===== src/mlfd_pkg.sv =====
// ----------------------------------------------------------------------------
// mlfd_pkg
// Shared codes for the magic/length/Fletcher-16 deframer: result events and
// configuration register indexes.
// ----------------------------------------------------------------------------
`default_nettype none

package mlfd_pkg;

  localparam int EventW    = 2;
  localparam int CfgIndexW = 2;
  localparam int CfgDataW  = 16;

  typedef logic [EventW-1:0]    event_t;
  typedef logic [CfgIndexW-1:0] cfg_index_t;

  localparam event_t EV_PAYLOAD   = 2'd0;
  localparam event_t EV_FRAME_OK  = 2'd1;
  localparam event_t EV_FRAME_BAD = 2'd2;

  localparam cfg_index_t CFG_ENABLE     = 2'd0;
  localparam cfg_index_t CFG_MAGIC_WORD = 2'd1;
  localparam cfg_index_t CFG_MAX_LENGTH = 2'd2;

  localparam logic [8:0] FletcherMod = 9'd255;

endpackage

`default_nettype wire


===== src/magic_length_fletcher_deframer_unit.sv =====
// ----------------------------------------------------------------------------
// magic_length_fletcher_deframer_unit
// Hunts for a two-byte sync word, reads a big-endian length, passes payload
// bytes out while running a Fletcher-16 sum, then reports the checksum result.
// ----------------------------------------------------------------------------
// Each result beat is registered and shows in the cycle after its byte is accepted.
// Throughput: one byte per cycle; in_ready drops only while a result beat
//   waits in the output register and out_ready is low.
// Bytes that give no result (sync, length, first checksum byte) are consumed
//   with no beat out. Reset (rst, synchronous) returns to the sync hunt,
//   clears the sums and loads enable = 0, magic_word = 0, max_length = 256.
`default_nettype none

module magic_length_fletcher_deframer_unit #(
  parameter int MAX_PAYLOAD = 256
) (
  input  wire logic                      clk,
  input  wire logic                      rst,
  input  wire logic                      cfg_write,
  input  wire mlfd_pkg::cfg_index_t      cfg_index,
  input  wire logic [15:0]               cfg_data,
  input  wire logic                      in_valid,
  output logic                           in_ready,
  input  wire logic [7:0]                rx_byte,
  output logic                           out_valid,
  input  wire logic                      out_ready,
  output mlfd_pkg::event_t               event_res,
  output logic [7:0]                     payload_byte,
  output logic [8:0]                     frame_length,
  output logic [15:0]                    got_checksum
);

  import mlfd_pkg::*;

  localparam logic [16:0] PayloadCap = 17'(MAX_PAYLOAD);

  typedef enum logic [2:0] {
    SYNC_HI, SYNC_LO, LEN_HI, LEN_LO, PAYLOAD, CK_HI, CK_LO
  } phase_t;

  phase_t      phase, phase_next;
  logic        enable;
  logic [15:0] magic_word;
  logic [8:0]  max_length;
  logic [7:0]  length_high, length_high_next;
  logic [8:0]  payload_length, payload_length_next;
  logic [8:0]  payload_count, payload_count_next;
  logic [7:0]  sum_low, sum_low_next;
  logic [7:0]  sum_high, sum_high_next;
  logic [7:0]  checksum_high_byte, checksum_high_byte_next;

  logic        in_beat;
  logic        emit;
  event_t      ev;
  logic [7:0]  pb;
  logic [15:0] cs;

  logic [8:0]  lo_add, lo_mod, hi_add, hi_mod;
  logic [15:0] len_word;
  logic [16:0] limit;
  logic        too_long;
  logic [15:0] got_word;

  assign in_ready = !out_valid || out_ready;
  assign in_beat  = in_valid && in_ready;

  // Both halves stay below 255, so one conditional subtract does the mod
  assign lo_add = {1'b0, sum_low} + {1'b0, rx_byte};
  assign lo_mod = (lo_add >= FletcherMod) ? lo_add - FletcherMod : lo_add;
  assign hi_add = {1'b0, sum_high} + lo_mod;
  assign hi_mod = (hi_add >= FletcherMod) ? hi_add - FletcherMod : hi_add;

  assign len_word = {length_high, rx_byte};
  assign limit    = ({8'd0, max_length} > PayloadCap) ? PayloadCap : {8'd0, max_length};
  assign too_long = {1'b0, len_word} > limit;
  assign got_word = {checksum_high_byte, rx_byte};

  always_comb begin
    phase_next              = phase;
    length_high_next        = length_high;
    payload_length_next     = payload_length;
    payload_count_next      = payload_count;
    sum_low_next            = sum_low;
    sum_high_next           = sum_high;
    checksum_high_byte_next = checksum_high_byte;
    emit                    = 1'b0;
    ev                      = EV_PAYLOAD;
    pb                      = 8'd0;
    cs                      = 16'd0;
    if (enable) begin
      case (phase)
        SYNC_HI: begin
          if (rx_byte == magic_word[15:8]) phase_next = SYNC_LO;
        end
        SYNC_LO: begin
          if (rx_byte == magic_word[7:0]) phase_next = LEN_HI;
          else if (rx_byte == magic_word[15:8]) phase_next = SYNC_LO;
          else phase_next = SYNC_HI;
        end
        LEN_HI: begin
          length_high_next = rx_byte;
          phase_next       = LEN_LO;
        end
        LEN_LO: begin
          if (too_long) begin
            phase_next = SYNC_HI;
          end else begin
            // limit never exceeds 511, so the low nine bits hold the length
            payload_length_next = len_word[8:0];
            payload_count_next  = 9'd0;
            sum_low_next        = 8'd0;
            sum_high_next       = 8'd0;
            phase_next          = (len_word == 16'd0) ? CK_HI : PAYLOAD;
          end
        end
        PAYLOAD: begin
          sum_low_next       = lo_mod[7:0];
          sum_high_next      = hi_mod[7:0];
          payload_count_next = payload_count + 9'd1;
          if (payload_count + 9'd1 == payload_length) phase_next = CK_HI;
          emit = 1'b1;
          ev   = EV_PAYLOAD;
          pb   = rx_byte;
        end
        CK_HI: begin
          checksum_high_byte_next = rx_byte;
          phase_next              = CK_LO;
        end
        CK_LO: begin
          phase_next = SYNC_HI;
          emit       = 1'b1;
          ev         = (got_word == {sum_high, sum_low}) ? EV_FRAME_OK : EV_FRAME_BAD;
          cs         = got_word;
        end
        default: begin
          phase_next = SYNC_HI;
        end
      endcase
    end
  end

  always_ff @(posedge clk) begin
    if (rst) begin
      phase              <= SYNC_HI;
      enable             <= 1'b0;
      magic_word         <= 16'd0;
      max_length         <= 9'd256;
      length_high        <= 8'd0;
      payload_length     <= 9'd0;
      payload_count      <= 9'd0;
      sum_low            <= 8'd0;
      sum_high           <= 8'd0;
      checksum_high_byte <= 8'd0;
      out_valid          <= 1'b0;
    end else begin
      if (cfg_write) begin
        case (cfg_index)
          CFG_ENABLE:     enable     <= cfg_data[0];
          CFG_MAGIC_WORD: magic_word <= cfg_data;
          CFG_MAX_LENGTH: max_length <= cfg_data[8:0];
          default: ;
        endcase
      end
      if (in_beat) begin
        phase              <= phase_next;
        length_high        <= length_high_next;
        payload_length     <= payload_length_next;
        payload_count      <= payload_count_next;
        sum_low            <= sum_low_next;
        sum_high           <= sum_high_next;
        checksum_high_byte <= checksum_high_byte_next;
        out_valid          <= emit;
      end else if (out_ready) begin
        out_valid <= 1'b0;
      end
    end
  end

  // Result register; frame_length follows the length in force for this beat
  always_ff @(posedge clk) begin
    if (in_beat && emit) begin
      event_res    <= ev;
      payload_byte <= pb;
      frame_length <= payload_length_next;
      got_checksum <= cs;
    end
  end

  a_no_reserved_event: assert property (@(posedge clk) disable iff (rst)
    out_valid |-> (event_res == EV_PAYLOAD || event_res == EV_FRAME_OK ||
                   event_res == EV_FRAME_BAD))
    else $error("reserved event code on output");

  a_payload_no_checksum: assert property (@(posedge clk) disable iff (rst)
    (out_valid && event_res == EV_PAYLOAD) |-> (got_checksum == 16'd0))
    else $error("payload beat carries a checksum");

  a_frame_end_no_byte: assert property (@(posedge clk) disable iff (rst)
    (out_valid && event_res != EV_PAYLOAD) |-> (payload_byte == 8'd0))
    else $error("frame end beat carries a payload byte");

  a_disabled_holds: assert property (@(posedge clk) disable iff (rst)
    (!enable && !cfg_write) |=> $stable(phase) && $stable(sum_low) && $stable(sum_high))
    else $error("state moved while disabled");

  a_count_in_range: assert property (@(posedge clk) disable iff (rst)
    (phase == PAYLOAD) |-> (payload_count < payload_length))
    else $error("payload count overran the frame length");

endmodule

`default_nettype wire

===== config.mk =====
export PLATFORM = sky130hd
export DESIGN_NAME = magic_length_fletcher_deframer_unit
export DESIGN_NICKNAME = d
export VERILOG_FILES = /design/src/mlfd_pkg.sv /design/src/magic_length_fletcher_deframer_unit.sv
export SDC_FILE = /design/constraint.sdc
export NUM_CORES = 1
export LEC_CHECK = 0
export ABC_AREA = 1
export CAP_MARGIN = 20
export CORE_ASPECT_RATIO = 1.4
export CORE_MARGIN = 2
export CORE_UTILIZATION = 60
export DETAILED_ROUTE_END_ITERATION = 16
export DONT_BUFFER_PORTS = 1
export PLACE_DENSITY_LB_ADDON = 0.05
export SLEW_MARGIN = 5
export SYNTH_ARGS = -nofsm -noshare
export SYNTH_HDL_FRONTEND = slang
export SYNTH_SLANG_ARGS = --single-unit

===== constraint.sdc =====
create_clock -name clk -period 10.75 [get_ports clk]
set_input_delay 1.6125 -clock clk [delete_from_list [all_inputs] [get_ports clk]]
set_output_delay 1.6125 -clock clk [all_outputs]
set_load 0.05 [all_outputs]

* Word level (Yosys, flattened, before mapping)
Index checks and enable logic that the tools add are counted.
** Word-level totals
- Input port bits :: 31
- Output and inout bits :: 37
- Word-level logic and storage cells :: 81
- Register bits :: 115
** Operators by class
- Add/sub/neg operators :: 5
- Reduce and logical (&&, ||, !) cells :: 19
- Muxes and demuxes :: 23
- Magnitude comparators :: 4
- Eq/ne operators :: 15
** Operator list (number)
- 9-bit 2-to-1 mux :: 6
- 8-bit case mux with 2 select lines :: 2
- 9-bit by 8-bit >= comparator with 1-bit output, second input constant :: 2
- 3-bit case mux with 6 select lines :: 1
- 9-bit case mux with 2 select lines :: 1
- 16-bit == test :: 1
- 8-bit == test :: 2
- 16-bit by 9-bit > comparator with 1-bit output :: 1
- 16-bit logical NOT :: 1
- 8-bit 2-to-1 mux :: 2
- 2-bit AND reduction :: 5
- 8-bit by 8-bit adder with 9-bit output :: 1
- 8-bit by 9-bit adder with 9-bit output :: 1
- 9-bit by 1-bit adder with 9-bit output, second input constant :: 1
- 3-bit == test, second input constant :: 3
- 9-bit == test :: 1
- 9-bit > comparator, second input constant :: 1
- 3-bit 2-to-1 mux :: 3
- 9-bit by 8-bit subtractor with 9-bit output, second input constant :: 1
- 4-bit AND reduction :: 2
- 8-bit subtractor, second input constant :: 1
- 3-bit by 2-bit == test with 1-bit output, second input constant :: 2
- 1-bit 2-to-1 mux :: 6
- 2-bit inequality test, second input constant :: 3
- 12 further kinds :: 16

* Logic depth before layout (Yosys ltp)
Gate-level depths: netlist (run 1).
- Depth after elaboration :: 7
- Depth in mapped cells :: 30
- Mapped depth without buffers :: 29

* Worst setup path before layout (run 1)
No wires, ideal clock.
- Kind :: input port to flip-flop
- From :: in rx_byte[0]
- To :: reg sum_high[4]
- Data required time :: 10618 ps
- Slack :: 5281 ps
- Path buffers :: 1
- Setup time :: 132 ps
- Data arrival time :: 5337 ps
- Cell stages on the path :: 25
- Path through :: ha_1 > fa_1 > ha_1 > and3_1 > nand4_1 > nor3_1 > ha_1 > nor2_2 > nand2_8 > xor2_1 > ha_1 > inv_1 > fa_1 > inv_1 > nand3_1 > nand2_1 > xor2_2 > nor2_1 > nand3_1 > nand4_2 > buf_6 > nand2_1 > nand2_1 > nand3_1 > a21oi_1
** On the way
- Longest elaborated chain between the ends :: 7
- Elaborated cells between the ends (all ways) :: 12
- Classes of those cells :: add/sub (4); order compare (3); eq/ne (1); mux (3); reduce/logical (1)
** RTL lines
- from (decl) :: RTL line magic_length_fletcher_deframer_unit.sv:24 : input wire logic [7:0] rx_byte,
- 8-bit by 8-bit adder with 9-bit output :: RTL line magic_length_fletcher_deframer_unit.sv:68 : assign lo_add = {1'b0, sum_low} + {1'b0, rx_byte};
- 9-bit by 8-bit subtractor with 9-bit output or 9-bit by 8-bit >= comparator with 1-bit output (tied branches) :: RTL line magic_length_fletcher_deframer_unit.sv:69 : assign lo_mod = (lo_add >= FletcherMod) ? lo_add - FletcherMod : lo_add;
- 9-bit 2-to-1 mux :: RTL line magic_length_fletcher_deframer_unit.sv:69
- 8-bit by 9-bit adder with 9-bit output :: RTL line magic_length_fletcher_deframer_unit.sv:70 : assign hi_add = {1'b0, sum_high} + lo_mod;
- 8-bit subtractor or 9-bit by 8-bit >= comparator with 1-bit output (tied branches) :: RTL line magic_length_fletcher_deframer_unit.sv:71 : assign hi_mod = (hi_add >= FletcherMod) ? hi_add - FletcherMod : hi_add;
- 8-bit 2-to-1 mux :: RTL line magic_length_fletcher_deframer_unit.sv:71
- 8-bit case mux with 2 select lines :: RTL line magic_length_fletcher_deframer_unit.sv:91 : case (phase)
- to (signal assigned) :: RTL line magic_length_fletcher_deframer_unit.sv:170 : sum_high <= sum_high_next;
- to (decl) :: RTL line magic_length_fletcher_deframer_unit.sv:49 : logic [7:0] sum_high, sum_high_next;
Several ways; a longest one is shown, not always the timed one.
A chain may end at the register's enable or synchronous reset.

* Worst setup path in the final report (run 1)
- From :: in rx_byte[0]
- To :: reg sum_high[6]
The elaborated chain is that of the path after synthesis.

==> results of run 1 <==
==> synth_stat cells (2+ instances only) <==
cell | count | area share, %
sky130_fd_sc_hd__a211oi_1 | 3 | 0.35
sky130_fd_sc_hd__a21oi_1 | 63 | 4.9
sky130_fd_sc_hd__a221oi_1 | 3 | 0.41
sky130_fd_sc_hd__a31oi_1 | 2 | 0.19
sky130_fd_sc_hd__buf_2 | 3 | 0.23
sky130_fd_sc_hd__clkbuf_1 | 15 | 0.87
sky130_fd_sc_hd__clkinv_1 | 4 | 0.23
sky130_fd_sc_hd__dfxtp_1 | 80 | 25
sky130_fd_sc_hd__edfxtp_1 | 35 | 16
sky130_fd_sc_hd__fa_1 | 2 | 0.62
sky130_fd_sc_hd__ha_1 | 29 | 5.6
sky130_fd_sc_hd__inv_1 | 115 | 6.7
sky130_fd_sc_hd__inv_2 | 6 | 0.35
sky130_fd_sc_hd__nand2_1 | 176 | 10
sky130_fd_sc_hd__nand2_2 | 6 | 0.58
sky130_fd_sc_hd__nand3_1 | 48 | 3.7
sky130_fd_sc_hd__nand3_2 | 4 | 0.62
sky130_fd_sc_hd__nand4_1 | 26 | 2.5
sky130_fd_sc_hd__nor2_1 | 121 | 7.0
sky130_fd_sc_hd__nor2_2 | 2 | 0.19
sky130_fd_sc_hd__nor3_1 | 13 | 1.0
sky130_fd_sc_hd__nor3_2 | 2 | 0.31
sky130_fd_sc_hd__nor4_1 | 9 | 0.87
sky130_fd_sc_hd__o21ai_0 | 50 | 3.9
sky130_fd_sc_hd__o21bai_1 | 2 | 0.23
sky130_fd_sc_hd__o22ai_1 | 3 | 0.29
sky130_fd_sc_hd__xnor2_1 | 16 | 2.2
sky130_fd_sc_hd__xor2_1 | 14 | 1.9
sky130_fd_sc_hd__xor2_2 | 3 | 0.75
==> worst paths after layout <==
path	end	slack [ps]
setup / recovery	sum_high[6]	5240
hold / removal	sum_low[5]	470
setup reg to reg	sum_high[6]	6120
hold reg to reg	sum_low[5]	470
==> cell families (layout without fill, tap and decap cells) <==
| family | Yosys count | after routing | share of synthesized area, % |
|---|---|---|---|
| adder cells (fa/ha/maj) | 31 | 31 | 6.22 |
| buffers and inverters | 146 | 162 | 8.69 |
| flip-flops | 115 | 115 | 40.9 |
| AO/OA/AOI/OAI | 131 | 131 | 10.8 |
| XOR/XNOR | 34 | 34 | 5.06 |
| AND/OR/NAND/NOR | 416 | 416 | 28.3 |
==> per-layer routing <==
metal	GRT usage, %	vias to the layer above	part of all wire, %
met1	34.1	2697	40
met4	14.7	0	3.9
met3	7.54	55	6.2
met2	50.5	211	50
met5	0	-	0
li1	-	2869	-
==> worst register-to-register path, cell delays in order (launching register included) <==
cell                      delay [ps]
sky130_fd_sc_hd__dfxtp_1         320
sky130_fd_sc_hd__ha_1            220
sky130_fd_sc_hd__fa_1            430
sky130_fd_sc_hd__inv_1            70
sky130_fd_sc_hd__nand2_1          40
sky130_fd_sc_hd__nand2_1          80
sky130_fd_sc_hd__inv_1            70
sky130_fd_sc_hd__and3_1          190
sky130_fd_sc_hd__nand4_1          90
sky130_fd_sc_hd__nor3_1           60
sky130_fd_sc_hd__ha_1            190
sky130_fd_sc_hd__nor2_2          230
sky130_fd_sc_hd__nand2_8         100
sky130_fd_sc_hd__xor2_1          210
sky130_fd_sc_hd__ha_1            240
sky130_fd_sc_hd__inv_1            60
sky130_fd_sc_hd__fa_1            420
sky130_fd_sc_hd__xnor2_2         220
sky130_fd_sc_hd__inv_2            60
sky130_fd_sc_hd__nor3_2          170
sky130_fd_sc_hd__nand2_1         110
sky130_fd_sc_hd__nor2_1          170
sky130_fd_sc_hd__nand3_1         160
sky130_fd_sc_hd__nand4_2         250
sky130_fd_sc_hd__nand2_1          90
sky130_fd_sc_hd__nand2_1          70
sky130_fd_sc_hd__nand3_1          70
sky130_fd_sc_hd__a21oi_1         130
==> cells in the final DEF, fill, tap and decap left out, types with 4 or more instances in the layout <==
master / synthesis / layout
sky130_fd_sc_hd__edfxtp_1: 35 / 35
sky130_fd_sc_hd__inv_1: 115 / 115
sky130_fd_sc_hd__nor3_1: 13 / 12
sky130_fd_sc_hd__nand4_1: 26 / 26
sky130_fd_sc_hd__nand3_2: 4 / 4
sky130_fd_sc_hd__nor4_1: 9 / 9
sky130_fd_sc_hd__xor2_1: 14 / 14
sky130_fd_sc_hd__a21oi_1: 63 / 63
sky130_fd_sc_hd__nand2_1: 176 / 176
sky130_fd_sc_hd__dfxtp_1: 80 / 80
sky130_fd_sc_hd__nand2_2: 6 / 6
sky130_fd_sc_hd__ha_1: 29 / 29
sky130_fd_sc_hd__inv_2: 6 / 6
sky130_fd_sc_hd__clkbuf_16: 0 / 17
sky130_fd_sc_hd__nand3_1: 48 / 48
sky130_fd_sc_hd__clkinv_1: 4 / 4
sky130_fd_sc_hd__nor2_1: 121 / 120
sky130_fd_sc_hd__xnor2_1: 16 / 16
sky130_fd_sc_hd__buf_4: 1 / 4
sky130_fd_sc_hd__o21ai_0: 50 / 50
sky130_fd_sc_hd__clkinvlp_4: 0 / 4
==> state kept, by name, indices dropped and copies added (netlist names) <==
name and cells:
got_checksum 16, magic_word 16, frame_length 9, max_length 9, payload_count 9, payload_length 9, checksum_high_byte 8, length_high 8
payload_byte 8, sum_high 8, sum_low 8, phase 3, event_res 2, enable 1, out_valid 1
==> area by class of cell <==
cell class	count	area, µm²	share of cell area (%)
clock inverter	14	153	2.12
inverter	125	469	6.51
multi-input combinational	612	3270	45.4
tap	138	173	2.40
clock buffer	18	439	6.10
sequential	115	2650	36.8
timing repair buffer	5	45.0	0.625
==> power by group through the flow <==
stage / Clock, mW / Combinational [mW] / Sequential [mW]
3_5_place_dp: 0 / 0.0680 / 0.466
2_1_floorplan: 0 / 0.0563 / 0.465
4_1_cts: 0.560 / 0.0688 / 0.457
6_report: 0.556 / 0.0698 / 0.457
3_3_place_gp: 0 / 0.0655 / 0.466
5_1_grt: 0.582 / 0.0795 / 0.458
==> metrics by stage <==
stage / setup WS [ps] / power, mW / utilization (%) / cell area [µm²]
floorplan: 5280 / 0.522 / - / 6480
finish: 5240 / 1.08 / 68.9 / 7200
CTS: 5250 / 1.09 / 68.7 / 7190
detailed placement: 4830 / 0.534 / 63.1 / 6600
global placement: 5030 / 0.532 / 63.1 / 6600
global route: 4860 / 1.12 / 68.9 / 7200
==> run summary, run 1 <==
### Route
• **remaining antenna violation count after routing** 0
• **routed wirelength normalized by instance count** 15.8 µm
• **number of DRC violations after detailed-routing iteration 0** 391
• **first-pass iteration count of the detailed router** 7
• **vias post-DR** 5832
• **Detailed Route WL** 16200 µm
• **DR vias/cell** 5.68
• **# DRC** 0

### Critical path
• **category of the most critical setup path** input port to flip-flop
• **most common cell type on the critical path** sky130_fd_sc_hd__nand2_1
• **cell family with most CP delay** simple AND/OR/NAND/NOR gates
• **required arrival time at the worst endpoint** 11090 ps
• **worst r2r src** sum_low[0]
• **instance count on the critical path** 27
• **critical path's slowest cell** sky130_fd_sc_hd__fa_1
• **Crit path largest cell delay** 430 ps
• **launch point of the critical path** rx_byte[0]
• **kind of launch point of the worst setup path** input port
• **Worst Reg-to-Reg Cells** 27
• **Max FO, Critical Path** 12
• **data arrival time of the critical path** 5840 ps
• **Crit path buffers/inverters** 4
• **capturing element type of the critical path** flip-flop

### Timing
• **total count of hold-check failures in the final report** 0
• **worst max-slew margin expressed relative to the limit** 38.2%
• **number of endpoints failing setup at the final stage** 0
• **Tmin final** 5510 ps
• **actual slew at the worst max-slew pin** 924 ps
• **Worst Hold Slack** 469 ps
• **fraction of the cycle the final worst path needs** 51.2%
• **unrepaired setup endpoints after global routing** no
• **Clock Skew** 10.6 ps
• **achievable frequency** 182 MHz
• **count of final max-slew check failures** 0
• **Fin Setup TNS** 0 ps

### Yosys
• **register bit total from synthesis** 115
• **proportion of register bits with asynchronous set or reset after synthesis** 0%
• **post-synth design cell area** 0.00648 mm²
• **post-synthesis cell count** 873
• **EDFF count, synth** 35
• **Synth Area per Inst** 7.42 µm²
• **nets in the synthesized netlist** 935
• **count of warnings emitted by yosys** 0
• **library cells used by synthesis** 47
• **Top FF cell, synth** sky130_fd_sc_hd__dfxtp_1
• **Seq/Total Area, Yosys** 40.9%

### CTS
• **post-CTS setup-driven buffer insertion count** 0
• **CTS buffer count** 17
• **Reg clk slew, reported paths** 60 ps
• **hold buffer count at CTS** 0
• **worst skew pair latency** 410 ps
• **clk root buf** sky130_fd_sc_hd__clkbuf_16
• **Resized cells post-CTS** 0
• **Bufs on Longest Clock Path** 2
• **clock tree from TritonCTS** yes
• **H-Tree Level Count** 4
• **clock sinks** 115

### Pwr
• **Leakage** 3.15 nW
• **share of power burned in combinational logic** 6.4%
• **Sw Share** 23.7%
• **internal power consumption** 0.827 mW
• **part of the total power dissipated in sequential elements** 42.2%
• **Sw Pwr** 0.256 mW
• **PD cells** 150 mW/mm²
• **clock network fraction of design power** 51.3%
• **VDD IR-drop max** 0.000117 V

### Worst hold path
• **type of the most critical hold path** flip-flop to flip-flop
• **cell depth of the worst hold path** 2
• **Min-Delay Startpoint** sum_low[5]

### Floorplan
• **boundary pin count** 68
• **vertical die dimension** 127 µm
• **floorplan row count** 44
• **die outline area** 0.0117 mm²
• **effective utilization at floorplan** 61.9%
• **die outline width** 91.8 µm
• **core area** 0.0105 mm²

### Placed design
• **total of buffers placed on input and output ports** 0
• **weighted congestion reported at the end of routability-driven placement** 0.943
• **half-perimeter wire length after placement** 11700 µm
• **total instance count after detailed placement** 994

### GRT
• **largest net degree at the start of global routing** 46
• **overflow left after global routing** 0
• **antenna violations before repair** 0
• **via count of the first global-routing pass** 5732
• **first-pass GRT wire length** 27000 µm
• **global-route usage over all layers** 29.5%

### Cells and area
• **number of nets in the finished design** 938
• **fraction of final layout cells sized beyond drive strength 1** 7.54%
• **non-filler cells in the finished layout** 1027
• **area growth from synthesis to final layout** 11.2%
• **antenna cell count** 0
• **number of filler cells placed in the layout** 871

### Run
• **MaxCap Viol Count** 0

### Run status
• **outcome** completed

Note: power is estimated with default switching activity, not from simulation.
==> run 2: changes to the inputs <==
--- a/config.mk
+++ b/config.mk
@@ -5,7 +5,7 @@
 export SDC_FILE = /design/constraint.sdc
 export NUM_CORES = 1
 export LEC_CHECK = 0
-export ABC_AREA = 1
+export ABC_AREA = 0
 export CAP_MARGIN = 20
 export CORE_ASPECT_RATIO = 1.4
 export CORE_MARGIN = 2
==> constraint.sdc (replaced) <==
create_clock -name clk -period 5.7 [get_ports clk]
set_input_delay 0.855 -clock clk [delete_from_list [all_inputs] [get_ports clk]]
set_output_delay 0.855 -clock clk [all_outputs]
set_load 0.05 [all_outputs]
==> run summary, run 2 <==
### Floorplan
• **die outline width** 90.9 µm
• **die outline area** 0.0114 mm²
• **boundary pin count** 68
• **effective utilization at floorplan** 61.3%
• **core area** 0.0103 mm²
• **vertical die dimension** 126 µm
• **floorplan row count** 44

### Pwr
• **VDD IR-drop max** 0.000207 V
• **Sw Pwr** 0.447 mW
• **clock network fraction of design power** 53.9%
• **share of power burned in combinational logic** 4.4%
• **PD cells** 280 mW/mm²
• **internal power consumption** 1.59 mW
• **Sw Share** 21.9%
• **Leakage** 3.03 nW
• **part of the total power dissipated in sequential elements** 41.7%
• **Overall Power** 2.04 mW

### Cells and area
• **number of nets in the finished design** 747
• **commonest non-fill, non-tap cell in the layout** sky130_fd_sc_hd__dfxtp_1
• **area growth from synthesis to final layout** 14.5%
• **antenna cell count** 0
• **fraction of final layout cells sized beyond drive strength 1** 13.2%
• **highest-count cells in the layout ignoring fill and taps** sky130_fd_sc_hd__dfxtp_1, sky130_fd_sc_hd__nor2_1, sky130_fd_sc_hd__nand2_1
• **registers with the most flip-flops** got_checksum: 16 flops, magic_word: 16 flops
• **Layout Cell Area excl Fill** 0.00727 mm²

### Critical path
• **launch point of the critical path** rx_byte[0]
• **worst r2r src** sum_low[1]
• **reg-to-reg endpoint** sum_high[6]
• **register-to-register setup slack** 400 ps
• **Worst Reg-to-Reg Cells** 22
• **capturing element type of the critical path** flip-flop
• **kind of launch point of the worst setup path** input port
• **category of the most critical setup path** input port to flip-flop
• **data arrival time of the critical path** 5640 ps
• **Max FO, Critical Path** 7
• **Critical path destination** sum_high[6]
• **required arrival time at the worst endpoint** 6000 ps

### CTS
• **Bufs on Longest Clock Path** 2
• **H-Tree Level Count** 4
• **clock sinks** 115
• **CTS buffer count** 17
• **Reg clk slew, reported paths** 60 ps
• **clk root buf** sky130_fd_sc_hd__clkbuf_16
• **hold buffer count at CTS** 0
• **worst skew pair latency** 410 ps
• **clock tree from TritonCTS** yes

### Route
• **DR vias/cell** 6.04
• **first-pass iteration count of the detailed router** 5
• **vias post-DR** 5047
• **Detailed Route WL** 15300 µm
• **number of DRC violations after detailed-routing iteration 0** 312
• **remaining antenna violation count after routing** 0
• **# DRC** 0
• **routed wirelength normalized by instance count** 18.3 µm

### Timing
• **Worst Hold Slack** 464 ps
• **count of final max-slew check failures** 0
• **unrepaired setup endpoints after global routing** no
• **number of endpoints failing setup at the final stage** 0
• **smallest setup slack after layout** 356 ps
• **Clock Skew** 4.80 ps
• **total count of hold-check failures in the final report** 0
• **Tmin final** 5340 ps
• **actual slew at the worst max-slew pin** 858 ps
• **worst max-slew margin expressed relative to the limit** 42.7%
• **Fin Setup TNS** 0 ps
• **achievable frequency** 187 MHz
• **fraction of the cycle the final worst path needs** 93.8%

### Run
• **MaxCap Viol Count** 0

### GRT
• **overflow left after global routing** 0
• **first-pass GRT wire length** 24800 µm
• **via count of the first global-routing pass** 4938
• **largest net degree at the start of global routing** 73
• **global-route usage over all layers** 27.3%
• **antenna violations before repair** 0

### Yosys
• **count of warnings emitted by yosys** 0
• **Synth Area per Inst** 9.44 µm²
• **Top FF cell, synth** sky130_fd_sc_hd__dfxtp_1
• **Synth area leader** sky130_fd_sc_hd__dfxtp_1
• **most instantiated library cell after synthesis** sky130_fd_sc_hd__dfxtp_1
• **Seq/Total Area, Yosys** 41.8%
• **top cells by area in the synthesized netlist** sky130_fd_sc_hd__dfxtp_1, sky130_fd_sc_hd__edfxtp_1, sky130_fd_sc_hd__ha_1, sky130_fd_sc_hd__mux2i_1, sky130_fd_sc_hd__nor2_1
• **nets in the synthesized netlist** 734
• **EDFF count, synth** 35
• **library cells used by synthesis** 67
• **proportion of netlist area held by the largest area contributor** 25.2%
• **register bit total from synthesis** 115
• **most frequent cells after synthesis** sky130_fd_sc_hd__dfxtp_1, sky130_fd_sc_hd__nor2_1, sky130_fd_sc_hd__nand2_1, sky130_fd_sc_hd__a21oi_1
• **proportion of register bits with asynchronous set or reset after synthesis** 0%
• **post-synthesis cell count** 672
• **post-synth design cell area** 0.00634 mm²

### Placed design
• **weighted congestion reported at the end of routability-driven placement** 0.881
• **half-perimeter wire length after placement** 10800 µm
• **placed cell area** 0.00665 mm²
• **total of buffers placed on input and output ports** 0
• **placement-stage worst setup slack** -50.1 ps

### Worst hold path
• **type of the most critical hold path** flip-flop to flip-flop

### Run status
• **outcome** completed

run 2: logic make-up after synthesis:
logic type,count (synthesis),synth area share (%)
AOI/OAI and AO/OA,131,14.3
xor gates and xnor gates,51,7.04
adders and majority gates,31,6.35
buffers and inverters,43,2.58
DFF,115,41.8
muxes,45,7.36
and+or+nand+nor,256,20.6
run 2: worst max-delay path, stage by stage:
cell	delay, ps
sky130_fd_sc_hd__ha_4	160
sky130_fd_sc_hd__fa_2	420
sky130_fd_sc_hd__a211oi_4	340
sky130_fd_sc_hd__nor4b_2	110
sky130_fd_sc_hd__nor4b_4	250
sky130_fd_sc_hd__nor3_1	80
sky130_fd_sc_hd__ha_2	200
sky130_fd_sc_hd__a311oi_4	290
sky130_fd_sc_hd__o21ai_2	110
sky130_fd_sc_hd__xor2_1	230
sky130_fd_sc_hd__ha_2	240
sky130_fd_sc_hd__inv_2	50
sky130_fd_sc_hd__fa_2	400
sky130_fd_sc_hd__nor2b_2	160
sky130_fd_sc_hd__o2111ai_2	180
sky130_fd_sc_hd__a31o_2	310
sky130_fd_sc_hd__and3_1	150
sky130_fd_sc_hd__a221o_1	360
sky130_fd_sc_hd__or2_1	290
sky130_fd_sc_hd__a211o_1	270
sky130_fd_sc_hd__a21oi_1	150
sky130_fd_sc_hd__nor3_1	60
run 2: what timing repair did:
item / in CTS / in global routing
gates resized for setup: 0 / 1
setup buffers: 0 / 0
setup endpoints to repair: 0 / 6
run 2: layout make-up:
class | count | area (µm²)
Inverter | 10 | 37.5
Tap cell | 138 | 173
Sequential cell | 115 | 2650
Multi-Input combinational cell | 514 | 3580
Fill cell | 814 | 3080
Clock buffer | 18 | 439
Clock inverter | 14 | 176
Timing Repair Buffer | 27 | 203
run 2: metrics by stage:
stage	cells	util, %
6_report	836	70.2
5_1_grt	836	70.2
4_1_cts	836	70.2
3_5_place_dp	804	64.2
3_3_place_gp	804	64.2
2_1_floorplan	672	-
run 2: worst min-delay path by stage:
stage                   start        endpoint  slack, ps  cells past startpoint
2_1_floorplan      sum_low[2]      sum_low[2]        450                      1
3_3_place_gp    magic_word[4]   magic_word[4]        450                      2
3_5_place_dp   magic_word[12]  magic_word[12]        450                      2
4_1_cts         magic_word[6]   magic_word[6]        460                      2
5_1_grt        magic_word[15]  magic_word[15]        490                      2
6_report        magic_word[6]   magic_word[6]        460                      2
run 2: layer usage:
layer | vias up | GRT usage (%) | part of all wire (%) | wire, µm
met5 | - | 0 | 0 | 0
met4 | 0 | 11.0 | 3.1 | 469
met3 | 36 | 6.34 | 4.9 | 744
met2 | 147 | 48.2 | 52 | 7910
met1 | 2427 | 32.1 | 40 | 6200
li1 | 2437 | - | - | -
run 2: power by group through the flow:
stage	clock network (mW)	registers, mW	logic [mW]
6_report	1.10	0.849	0.0895
5_1_grt	1.15	0.849	0.0992
4_1_cts	1.11	0.849	0.0889
3_5_place_dp	0	0.866	0.0884
3_3_place_gp	0	0.866	0.0860
2_1_floorplan	0	0.865	0.0786
==> run 3: changes to the inputs <==
--- a/config.mk
+++ b/config.mk
@@ -7,9 +7,11 @@
 export LEC_CHECK = 0
 export ABC_AREA = 0
 export CAP_MARGIN = 20
-export CORE_ASPECT_RATIO = 1.4
+export CELL_PAD_IN_SITES_DETAIL_PLACEMENT = 1
+export CELL_PAD_IN_SITES_GLOBAL_PLACEMENT = 1
+export CORE_ASPECT_RATIO = 1.25
 export CORE_MARGIN = 2
-export CORE_UTILIZATION = 60
+export CORE_UTILIZATION = 49
 export DETAILED_ROUTE_END_ITERATION = 16
 export DONT_BUFFER_PORTS = 1
 export PLACE_DENSITY_LB_ADDON = 0.05
==> run summary, run 3 (synthesis results as in run 2) <==
### Run status
• **outcome** completed

### Placed design
• **half-perimeter wire length after placement** 12800 µm
• **weighted congestion reported at the end of routability-driven placement** 0.823
• **total of buffers placed on input and output ports** 0
• **placement-stage worst setup slack** -87.1 ps
• **placed cell area** 0.00668 mm²
• **total instance count after detailed placement** 831

### Cells and area
• **number of filler cells placed in the layout** 1442
• **area growth from synthesis to final layout** 14.4%
• **Layout Cell Area excl Fill** 0.00725 mm²
• **number of nets in the finished design** 744
• **commonest non-fill, non-tap cell in the layout** sky130_fd_sc_hd__dfxtp_1
• **non-filler cells in the finished layout** 863
• **fraction of final layout cells sized beyond drive strength 1** 13.1%
• **core utilization of the finished layout** 57.3%
• **antenna cell count** 0
• **highest-count cells in the layout ignoring fill and taps** sky130_fd_sc_hd__dfxtp_1, sky130_fd_sc_hd__nor2_1, sky130_fd_sc_hd__nand2_1
• **registers with the most flip-flops** got_checksum: 16 flops, magic_word: 16 flops

### GRT
• **met2 usage** 47.6%
• **global-route usage over all layers** 26.7%
• **met1 Use GR** 30.4%
• **global route hottest layer** met2
• **met3 demand-to-capacity share in global routing** 6.99%
• **first-pass GRT wire length** 28800 µm
• **antenna violations before repair** 0
• **via count of the first global-routing pass** 5525
• **overflow left after global routing** 0
• **largest net degree at the start of global routing** 73

### Timing
• **worst max-slew margin expressed relative to the limit** 48.7%
• **Worst Hold Slack** 464 ps
• **smallest setup slack after layout** 363 ps
• **actual slew at the worst max-slew pin** 766 ps
• **count of final max-slew check failures** 0
• **total count of hold-check failures in the final report** 0
• **achievable frequency** 187 MHz
• **Tmin final** 5340 ps
• **unrepaired setup endpoints after global routing** no
• **fraction of the cycle the final worst path needs** 93.6%
• **Clock Skew** 12.9 ps
• **Fin Setup TNS** 0 ps
• **number of endpoints failing setup at the final stage** 0

### Critical path
• **category of the most critical setup path** input port to flip-flop
• **Max FO, Critical Path** 7
• **kind of launch point of the worst setup path** input port
• **data arrival time of the critical path** 5640 ps
• **required arrival time at the worst endpoint** 6000 ps
• **capturing element type of the critical path** flip-flop

### Floorplan
• **core area** 0.0127 mm²
• **die outline area** 0.0139 mm²
• **vertical die dimension** 131 µm
• **boundary pin count** 68
• **die outline width** 106 µm
• **floorplan row count** 46
• **effective utilization at floorplan** 50.1%

### Route
• **Detailed Route WL** 17900 µm
• **number of DRC violations after detailed-routing iteration 0** 249
• **vias post-DR** 5133
• **routed wirelength normalized by instance count** 20.7 µm
• **# DRC** 0
• **first-pass iteration count of the detailed router** 4
• **remaining antenna violation count after routing** 0
• **DR vias/cell** 5.95

### CTS
• **worst skew pair latency** 420 ps
• **Reg clk slew, reported paths** 60 ps
• **hold buffer count at CTS** 0
• **clock sinks** 115
• **Bufs on Longest Clock Path** 2
• **post-CTS setup-driven buffer insertion count** 0
• **H-Tree Level Count** 4
• **clock tree from TritonCTS** yes
• **clk root buf** sky130_fd_sc_hd__clkbuf_16
• **CTS buffer count** 17
• **Resized cells post-CTS** 0

### Run
• **MaxCap Viol Count** 0

### Pwr
• **VDD IR-drop max** 0.000162 V
• **PD cells** 265 mW/mm²
• **Overall Power** 1.92 mW
• **Leakage** 2.99 nW

### Worst hold path
• **type of the most critical hold path** flip-flop to flip-flop

run 3: cell count changes in the layout (fill, tap and decap cells not counted), sizes merged:
cell      previous run  this run
buf                 27        24
bufinv               3         0
clkbuf              18        19
clkinv               7         8
clkinvlp             1         3
inv                 13        12
run 3: area by class of cell:
| type | count | area, µm² | share of cell area [%] |
|---|---|---|---|
| clock buffer | 19 | 454 | 6.26 |
| clock inverter | 13 | 103 | 1.41 |
| inverter | 10 | 37.5 | 0.517 |
| multi-input combinational | 514 | 3600 | 49.6 |
| sequential | 115 | 2650 | 36.6 |
| tap | 168 | 210 | 2.90 |
| timing repair buffer | 24 | 200 | 2.76 |
run 3: final timing paths:
path | slack, ps | from | cells past startpoint | to
min reg2reg | 460 | magic_word[2] | 2 | magic_word[2]
min | 460 | magic_word[2] | 2 | magic_word[2]
max reg2reg | 440 | sum_low[0] | 22 | sum_high[6]
max | 360 | rx_byte[0] | 22 | sum_high[6]
run 3: worst max-delay path, cell delays in order:
cell and delay, ps:
sky130_fd_sc_hd__ha_4 160, sky130_fd_sc_hd__fa_2 420, sky130_fd_sc_hd__a211oi_4 350, sky130_fd_sc_hd__nor4b_2 110
sky130_fd_sc_hd__nor4b_4 270, sky130_fd_sc_hd__nor3_1 80, sky130_fd_sc_hd__ha_2 200, sky130_fd_sc_hd__a311oi_4 290
sky130_fd_sc_hd__o21ai_2 130, sky130_fd_sc_hd__xor2_2 210, sky130_fd_sc_hd__ha_2 240, sky130_fd_sc_hd__inv_2 50
sky130_fd_sc_hd__fa_2 400, sky130_fd_sc_hd__nor2b_2 150, sky130_fd_sc_hd__o2111ai_2 160, sky130_fd_sc_hd__a31o_2 300
sky130_fd_sc_hd__and3_1 140, sky130_fd_sc_hd__a221o_1 360, sky130_fd_sc_hd__or2_1 290, sky130_fd_sc_hd__a211o_1 270
sky130_fd_sc_hd__a21oi_1 130, sky130_fd_sc_hd__nor3_1 50
run 3: where the power goes:
| group | internal (mW) | switching, mW | leakage [nW] | total (mW) |
|---|---|---|---|---|
| clock | 0.585 | 0.398 | 0.265 | 0.984 |
| combinational | 0.0408 | 0.0499 | 1.74 | 0.0908 |
| sequential | 0.844 | 0.00442 | 0.977 | 0.849 |
| total | 1.47 | 0.453 | 2.99 | 1.92 |
run 3: layer usage:
metal / wire [µm] / part of all wire [%] / vias up
met5: 0 / 0 / -
met4: 488 / 2.7 / 0
met3: 874 / 4.9 / 36
met2: 9250 / 52 / 130
met1: 7250 / 41 / 2529
li1: - / - / 2438
